<file path="src/rtl/qec_pkg.sv">
// Shared types, constants and helpers for the quadrature encoder counter.
// No dependencies; used by every file in rtl/.
`timescale 1ns / 1ps

package qec_pkg;

   localparam int COUNT_WIDTH  = 8;
   localparam int DETENT_WIDTH = 8;
   localparam int SAT_WIDTH    = (COUNT_WIDTH > DETENT_WIDTH) ? COUNT_WIDTH : DETENT_WIDTH;

   localparam logic [1:0] STEPS_SHIFT_RESET = 2'd1;
   localparam logic [7:0] DEBOUNCE_RESET    = 8'd5;
   localparam logic [1:0] STEPS_SHIFT_MAX   = 2'd2;

   typedef enum logic [1:0] {
      KIND_TICK    = 2'd0,
      KIND_READ    = 2'd1,
      KIND_CAPTURE = 2'd2
   } kind_type;

   typedef enum logic {
      CSR_STEPS_SHIFT = 1'b0,
      CSR_DEBOUNCE    = 1'b1
   } csr_index_type;

   typedef struct packed {
      logic [1:0] steps_shift;
      logic [7:0] debounce_ticks;
   } cfg_type;

   typedef struct packed {
      logic                           pressed_now;
      logic signed [DETENT_WIDTH-1:0] detent_count;
   } result_type;

   function automatic logic [1:0] gray_position(input logic a, input logic b);
      gray_position = {a, a ^ b};
   endfunction

endpackage

</file>
<file path="src/rtl/qec_core.sv">
// Counter state and per-word update: position, step total, debounce timer.
// Depends on qec_pkg.
`timescale 1ns / 1ps

module qec_core (
   input  logic                clock,
   input  logic                reset,
   input  logic                accept,
   input  logic [1:0]          kind,
   input  logic                phase_a,
   input  logic                phase_b,
   input  logic                switch_level,
   input  qec_pkg::cfg_type    cfg,
   output qec_pkg::result_type result
);

   localparam int W  = qec_pkg::COUNT_WIDTH;
   localparam int SW = qec_pkg::SAT_WIDTH;
   localparam int DW = qec_pkg::DETENT_WIDTH;

   localparam logic signed [W-1:0] POS_LIMIT = {1'b0, {(W-1){1'b1}}};
   localparam logic signed [W-1:0] NEG_LIMIT = -POS_LIMIT;
   localparam logic signed [SW-1:0] DET_MAX  = SW'((2 ** (DW-1)) - 1);
   localparam logic signed [SW-1:0] DET_MIN  = -SW'(2 ** (DW-1));

   logic [1:0]          last_position_ff, last_position_in;
   logic signed [W-1:0] step_total_ff, step_total_in;
   logic [7:0]          tick_counter_ff, tick_counter_in;
   logic                switch_pressed_ff, switch_pressed_in;

   logic [1:0]           pos;
   logic [1:0]           diff;
   logic [7:0]           tick_next;
   logic [1:0]           shift;
   logic signed [W-1:0]  quotient;
   logic [W-1:0]         rem_mask;
   logic signed [SW-1:0] quotient_wide;
   logic signed [DW-1:0] detent;

   always_comb begin
      pos       = qec_pkg::gray_position(phase_a, phase_b);
      diff      = last_position_ff - pos;
      tick_next = tick_counter_ff + 8'd1;
      shift     = (cfg.steps_shift > qec_pkg::STEPS_SHIFT_MAX) ?
                  qec_pkg::STEPS_SHIFT_MAX : cfg.steps_shift;
      quotient  = step_total_ff >>> shift;
      rem_mask  = ~({W{1'b1}} << shift);
      quotient_wide = SW'(quotient);
      if (quotient_wide > DET_MAX) begin
         detent = DET_MAX[DW-1:0];
      end else if (quotient_wide < DET_MIN) begin
         detent = DET_MIN[DW-1:0];
      end else begin
         detent = quotient_wide[DW-1:0];
      end

      last_position_in  = last_position_ff;
      step_total_in     = step_total_ff;
      tick_counter_in   = tick_counter_ff;
      switch_pressed_in = switch_pressed_ff;
      result.detent_count = '0;

      case (kind)
         qec_pkg::KIND_TICK: begin
            tick_counter_in = tick_next;
            if (diff[0]) begin
               last_position_in = pos;
               if (diff[1]) begin
                  if (step_total_ff < POS_LIMIT) step_total_in = step_total_ff + W'(1);
               end else begin
                  if (step_total_ff > NEG_LIMIT) step_total_in = step_total_ff - W'(1);
               end
            end
            if (tick_next >= cfg.debounce_ticks) begin
               switch_pressed_in = ~switch_level;
               tick_counter_in   = '0;
            end
         end
         qec_pkg::KIND_READ: begin
            step_total_in       = step_total_ff & rem_mask;
            result.detent_count = detent;
         end
         qec_pkg::KIND_CAPTURE: begin
            last_position_in = pos;
            step_total_in    = '0;
         end
         default: begin
         end
      endcase

      result.pressed_now = switch_pressed_in;
   end

   always_ff @(posedge clock) begin
      if (reset) begin
         last_position_ff  <= '0;
         step_total_ff     <= '0;
         tick_counter_ff   <= '0;
         switch_pressed_ff <= 1'b0;
      end else if (accept) begin
         last_position_ff  <= last_position_in;
         step_total_ff     <= step_total_in;
         tick_counter_ff   <= tick_counter_in;
         switch_pressed_ff <= switch_pressed_in;
      end
   end

endmodule

</file>
<file path="src/rtl/quadrature_encoder_counter.sv">
// Top level: configuration registers, request handshake and result register.
// Depends on qec_pkg and qec_core.
//
//   channel   direction  handshake                payload
//   req       in         req_tvalid/req_tready    tuser kind, tdata phases and switch
//   rsp       out        rsp_tvalid/rsp_tready    tdata detent count and pressed flag
//   csr       in         csr_we                   csr_addr index, csr_wdata value
//
// One word per cycle unless rsp stalls; the response follows in the next cycle.
// The result register is the only stage: req_tready is low only while a
// response is held and rsp_tready is low.
// Synchronous reset clears the counter state and loads the register defaults.
`timescale 1ns / 1ps

module quadrature_encoder_counter (
   input  logic        clock,
   input  logic        reset,
   input  logic        req_tvalid,
   output logic        req_tready,
   input  logic [1:0]  req_tuser,   // [1:0] kind
   input  logic [7:0]  req_tdata,   // [0] phase_a, [1] phase_b, [2] switch_level
   output logic        rsp_tvalid,
   input  logic        rsp_tready,
   output logic [15:0] rsp_tdata,   // [7:0] detent_count, [8] pressed_now
   input  logic        csr_we,
   input  logic        csr_addr,
   input  logic [7:0]  csr_wdata
);

   qec_pkg::cfg_type    cfg_ff;
   qec_pkg::result_type result, rsp_data_ff;
   logic                rsp_valid_ff;
   logic                accept;

   assign req_tready = ~rsp_valid_ff | rsp_tready;
   assign accept     = req_tvalid & req_tready;

   always_ff @(posedge clock) begin
      if (reset) begin
         cfg_ff.steps_shift    <= qec_pkg::STEPS_SHIFT_RESET;
         cfg_ff.debounce_ticks <= qec_pkg::DEBOUNCE_RESET;
      end else if (csr_we) begin
         unique case (qec_pkg::csr_index_type'(csr_addr))
            qec_pkg::CSR_STEPS_SHIFT: cfg_ff.steps_shift    <= csr_wdata[1:0];
            qec_pkg::CSR_DEBOUNCE:    cfg_ff.debounce_ticks <= csr_wdata;
            default: begin
            end
         endcase
      end
   end

   qec_core u_core (
      .clock        (clock),
      .reset        (reset),
      .accept       (accept),
      .kind         (req_tuser),
      .phase_a      (req_tdata[0]),
      .phase_b      (req_tdata[1]),
      .switch_level (req_tdata[2]),
      .cfg          (cfg_ff),
      .result       (result)
   );

   always_ff @(posedge clock) begin
      if (reset) begin
         rsp_valid_ff <= 1'b0;
      end else if (accept) begin
         rsp_valid_ff <= 1'b1;
      end else if (rsp_tready) begin
         rsp_valid_ff <= 1'b0;
      end
   end

   always_ff @(posedge clock) begin
      if (accept) begin
         rsp_data_ff <= result;
      end
   end

   assign rsp_tvalid = rsp_valid_ff;
   assign rsp_tdata  = {7'd0, rsp_data_ff.pressed_now, rsp_data_ff.detent_count};

endmodule

</file>
<file path="config.mk">
export PLATFORM = sky130hd
export DESIGN_NAME = quadrature_encoder_counter
export DESIGN_NICKNAME = d
export VERILOG_FILES = /design/src/rtl/qec_pkg.sv /design/src/rtl/qec_core.sv /design/src/rtl/quadrature_encoder_counter.sv
export SDC_FILE = /design/constraint.sdc
export NUM_CORES = 1
export LEC_CHECK = 0
export ABC_AREA = 1
export BUFFER_PORTS_ARGS = -buffer_cell sky130_fd_sc_hd__buf_2
export CORE_ASPECT_RATIO = 0.75
export CORE_MARGIN = 4
export CORE_UTILIZATION = 45
export CTS_CLUSTER_SIZE = 20
export DETAILED_ROUTE_END_ITERATION = 8
export GPL_TIMING_DRIVEN = 0
export PLACE_DENSITY_LB_ADDON = 0.2
export SLEW_MARGIN = 15
export SYNTH_ARGS = -nofsm -noshare
export SYNTH_HDL_FRONTEND = slang
export SYNTH_HIERARCHICAL = 1
export SYNTH_SLANG_ARGS = --single-unit
</file>
<file path="constraint.sdc">
create_clock -name clock -period 3.55 [get_ports clock]
set_clock_uncertainty 0.15 [all_clocks]
set_input_delay 1.065 -clock clock [delete_from_list [all_inputs] [get_ports clock]]
set_output_delay 1.065 -clock clock [all_outputs]
set_load 0.01 [all_outputs]
</file>
; Word-level counts from Yosys, hierarchy flattened
; Cells that the tools add are included.
[op_classes]
mux = 15
eq_ne = 5
n_bitwise = 9
reduce_logical = 10
n_div = 0
order_cmp = 6
n_shift = 2
addsub = 4
multipliers = 0
[ops]
columns = operator, count
row1 = two-way mux 8 bit, 6
row2 = one-hot mux 8 bit (3 select lines), 1
row3 = greater-than comparator 8 bit (second input constant), 2
row4 = < comparator 8 bit (second input constant), 2
row5 = adder 8 x 1 -> 8 bit (second input constant), 1
row6 = adder 8 x 2 -> 8 bit (second input constant), 1
row7 = AND 8 bit, 1
row8 = >= comparator 8 bit, 1
row9 = NOT 8 bit, 1
row10 = left shift 8 x 2 -> 8 bit (first input constant), 1
row11 = >>> shifter 8 x 2 -> 8 bit, 1
row12 = subtractor 8 x 2 -> 8 bit (second input constant), 1
row13 = two-way mux 7 bit, 1
row14 = AND reduction 2 bit, 3
row15 = AND reduction 5 bit, 1
row16 = two-way mux 1 bit, 4
row17 = two-way mux 2 bit, 2
row18 = NOT 1 bit, 4
row19 = one-hot mux 2 bit (2 select lines), 1
row20 = nonzero test 2 bit, 2
row21 = != test 3 x 1 -> 1 bit (second input constant), 1
row22 = != test 3 bit (second input constant), 1
row23 = AND reduction 3 bit, 1
row24 = nonzero test 3 bit, 1
row25 = other kinds (10), 10
[word_totals]
n_memories = 0
latchBits = 0
ff_bits = 39
romBits = 0
ram_bits = 0
inputBits = 24

; Depth between registers and ports, before layout
[depth]
word_depth = 6
depth_mapped = 18
depth_no_buf = 18

; By module
; Netlist, hierarchy kept.
[modules_own_cells]
columns = mod, instances, area_each_um2, cells_each
row1 = qec_core, 1, 1813.0, 287
row2 = quadrature_encoder_counter, 1, 734.5, 70

; Worst setup path before layout
; Ideal clock, no wire load.
[synth_timing]
kind = input -> register
startpoint = input port req_tdata[0]
endpoint = register u_core.step_total_ff[3]
setup_time_ns = 0.113
t_required_ns = 3.287
arrival_time_ns = 2.951
slack_ns = 0.337
cell_stages = 16
path_buffers = 0
path_cell_list = xor2_1 -> ha_1 -> inv_1 -> nand2_1 -> nand2_2 -> nand2_4 -> nand2_4 -> ha_1 -> or2_2 -> nand2_1 -> inv_1 -> or2_2 -> nand3_1 -> nand2_1 -> nand2_1 -> nor2_1
[synth_via]
elab_chain_cells = 5
elab_cells_between_ends = 9
[synth_rtl]
columns = item, line
row1 = start: declaration, quadrature_encoder_counter.sv:21  ; input logic [7:0] req_tdata,
row2 = bitwise XOR 1 bit, qec_pkg.sv:37  ; gray_position = {a, a ^ b};
row3 = subtractor 2 bit (*), qec_core.sv:42  ; diff = last_position_ff - pos;
row4 = two-way mux 8 bit, qec_core.sv:68  ; if (diff[1]) begin
row5 = two-way mux 8 bit, qec_core.sv:66  ; if (diff[0]) begin
row6 = one-hot mux 8 bit (3 select lines), qec_core.sv:63  ; case (kind)
row7 = end signal: assignment, qec_core.sv:102  ; step_total_ff <= step_total_in;
row8 = end: declaration, qec_core.sv:27  ; logic signed [W-1:0] step_total_ff, step_total_in;
; Every way passes the cells marked *; elsewhere a longest branch is shown, timed or not. The select of a mux whose other input is x is not followed.
; A chain may end at the register's enable or synchronous reset.

; Worst setup path after layout
; Ends and elaborated chain as after synthesis.

==> metrics.txt <==
CP most frequent cell=nand2_1; Vias=2274; Commonest cells post-synth=87 x nand2_1, 50 x inv_1, 39 x nor2_1; EDFF count, synth=9; final-layout fill cell count=557; Pwr Total=1.10 mW; Worst slew margin=47.4%; number of placement rows=23; Max Freq=311 MHz; post-DP HPWL=4.12 mm; r2r endpoint=u_core/tick_counter_ff[4]$_SDFFE_PP0P_; Largest stage delay, worst path=0.35 ns; CTS H-tree lvls=2; final setup violation count=0; Die H=73.2 um; Buf+Inv Stages, Crit Path=3; min-delay src=u_core/last_position_ff[0]$_SDFFE_PP0P_; cell family with most CP delay=simple AND/OR/NAND/NOR gates; worst min path class=flop to flop; Power Density=379 nW/um^2; run status=finished clean; core area=5410 sq um; GRT Total Usage=16.7%; worst hold stages=2; reg2reg path depth=14; post-CTS setup buffers=0; cts bufs inserted=5; share of layout cells above drive strength 1=16.8%; DRC errors left=0; Max IR drop VDD=0.000198 V; Seq cells post-synth=39; FFs w/ async S/R, synth=0%; first-pass GRT wire length=9.14 mm; vias per cell=4.79; Synth cell types=37; grt ovf=0; die area=6940 sq um; Avg Inst Size Synth=7.14 sq um; post-cts hold buffer count=0; post-synth top area share=23.6%; Main synth FF type=dfxtp_1; DR pass1 iterations=4; Sink Count=39; crit-path cells=buf_2 -> xor2_1 -> ha_1 -> inv_1 -> nand2_1 -> nand2_2 -> nand2_4 -> nand2_4 -> ha_1 -> or2_2 -> nand2_1 -> inv_1 -> or2_2 -> nand3_1 -> nand2_1 -> nand2_1 -> nor2_1; Slew Limit Fails=0; data required time of the worst path=3.59 ns; min Tclk post-route=3.22 ns; CP max stage cell=ha_1; cell area after layout=2910 sq um; max-cap violation count=0; non-filler cells, final=475; Final ANT Viol Nets=0; post-synth top area cell=dfxtp_1; Seq/Total Area, Yosys=34.2%; largest net degree at the start of global routing=16; vias in the first global route=2047; crit path DAT=3.26 ns; Fin. Hold Viols=0; Initial DRC Count=114; clk buf depth=2; GPL Wtd Cong=0.816; Worst Setup Start Kind=input pin; RSZ-0062 raised after global routing=no; Setup crit end kind=flop; worst-path fanout max=11; initial antenna violation count=0; placed cell area=2810 sq um; Final nets=443; worst skew pair latency=0.29 ns; Syn. warnings=6; Antenna Cells=0; IO Pins=42; Port Buffers=29; Initial Util=47.1%; post-synthesis to final-layout area growth=14.1%; Total Routed Length=5.30 mm; final hold slack=0.317 ns; Root Driver=clkbuf_8; worst-case hold path end point=u_core/last_position_ff[0]$_SDFFE_PP0P_; Die Wd=94.9 um; Placed Cells=467; reg2reg setup slack=0.78 ns; Pleak=1.44 nW; Final period util=90.7%; actual slew at the worst max-slew pin=0.789 ns; largest cells by area after synthesis=dfxtp_1 24%, nand2_1 13%, edfxtp_1 11%; post-synthesis cell area=2550 sq um; post-cts resize count=0; FF-to-FF Start=u_core/tick_counter_ff[0]$_SDFFE_PP0P_; clock slew at reported path FFs=0.08 ns; drt wl/cell=11.2 um; Synth Instances=357; critical path class=input pin to flop; top-count cell post-synth=nand2_1; CTS tree=done
placed cells by master, fill, tap and decap left out, types with 3 or more instances in the layout:
| cell | Yosys | routed |
|---|---|---|
| a21oi_2 | 3 | 4 |
| nand2_1 | 87 | 87 |
| clkbuf_8 | 0 | 6 |
| nor2_1 | 39 | 39 |
| nand2_4 | 3 | 3 |
| o21ai_0 | 20 | 20 |
| inv_1 | 50 | 50 |
| nand3_1 | 20 | 20 |
| nand2_2 | 5 | 5 |
| o22ai_1 | 3 | 3 |
| a21oi_1 | 24 | 23 |
| dfxtp_1 | 30 | 30 |
| buf_2 | 1 | 30 |
| buf_4 | 9 | 9 |
| conb_1 | 1 | 7 |
| a221oi_1 | 3 | 3 |
| ha_1 | 19 | 19 |
| edfxtp_1 | 9 | 9 |
| xor2_1 | 5 | 5 |
| nand4_1 | 4 | 4 |
worst reg2reg max path: stages (launching register included):
cell and delay [ns]:
dfxtp_1 0.42, nand3_1 0.14, inv_1 0.08, nand3_1 0.09, nand3b_1 0.19, xnor2_1 0.22
ha_1 0.28, nand2_1 0.07, inv_1 0.03, nor2_1 0.08, o21a_1 0.12, nand3_1 0.13
nor2_1 0.43, nand2_1 0.10, a21oi_1 0.15
cell families after synthesis:
family,Yosys count,synth area share (%)
compound gates,59,13.4
xor+xnor,7,2.41
fa+ha+maj,20,10.1
buf+inv,64,11.0
flops,39,34.2
other cells,1,0.147
simple gates,167,28.7
layer usage:
layer	track usage [%]	wire length [um]
met3	3.71	263
met5	0	0
met2	22.5	2030
met4	5.76	60
met1	25.7	2950
power by group:
group / switching (mW) / total, mW / leakage, nW / internal [mW]
Sequential: 0.0259 / 0.507 / 0.337 / 0.482
Clock: 0.159 / 0.318 / 0.0484 / 0.159
Combinational: 0.169 / 0.276 / 1.06 / 0.107
Total: 0.354 / 1.10 / 1.44 / 0.748
final cells by class:
cell class	count	area [sq um]	area share, %
Sequential cell	39	871	29.9
Tap cell	75	93.8	3.23
Clock buffer	7	86.3	2.97
Clock inverter	1	8.76	0.301
Multi-Input combinational cell	260	1420	48.9
Inverter	53	204	7.01
Buffer	11	76.3	2.62
Timing Repair Buffer	29	145	4.99
metrics by stage:
stage               setup slack, ns  util, %  TNS [ns]
floorplan                     0.337        -         0
global placement            -0.0913     51.9    -0.625
detailed placement           0.0161     52.0         0
CTS                           0.328     53.7         0
global route                 0.0709     53.7         0
finish                        0.330     53.7         0
how the worst max path moves through the flow:
stage,startpoint,end,cells after the start
after floorplan,req_tdata[0],u_core/step_total_ff[3]$_SDFFE_PP0P_,16
after global placement,req_tvalid,u_core/tick_counter_ff[4]$_SDFFE_PP0P_,7
after detailed placement,req_tdata[0],u_core/step_total_ff[3]$_SDFFE_PP0P_,17
after CTS,req_tdata[0],u_core/step_total_ff[3]$_SDFFE_PP0P_,17
after global routing,req_tdata[0],u_core/step_total_ff[3]$_SDFFE_PP0P_,17
final,req_tdata[0],u_core/step_total_ff[3]$_SDFFE_PP0P_,17
state kept, by name, indices dropped and copies added (netlist names):
signal and cells:
u_core/last_position_ff 2, u_core/step_total_ff 8, u_core/tick_counter_ff 8, rsp_tdata 9, rsp_tvalid 1, cfg_ff 10
u_core/switch_pressed_ff 1
Note: power is estimated with default switching activity, not from simulation.
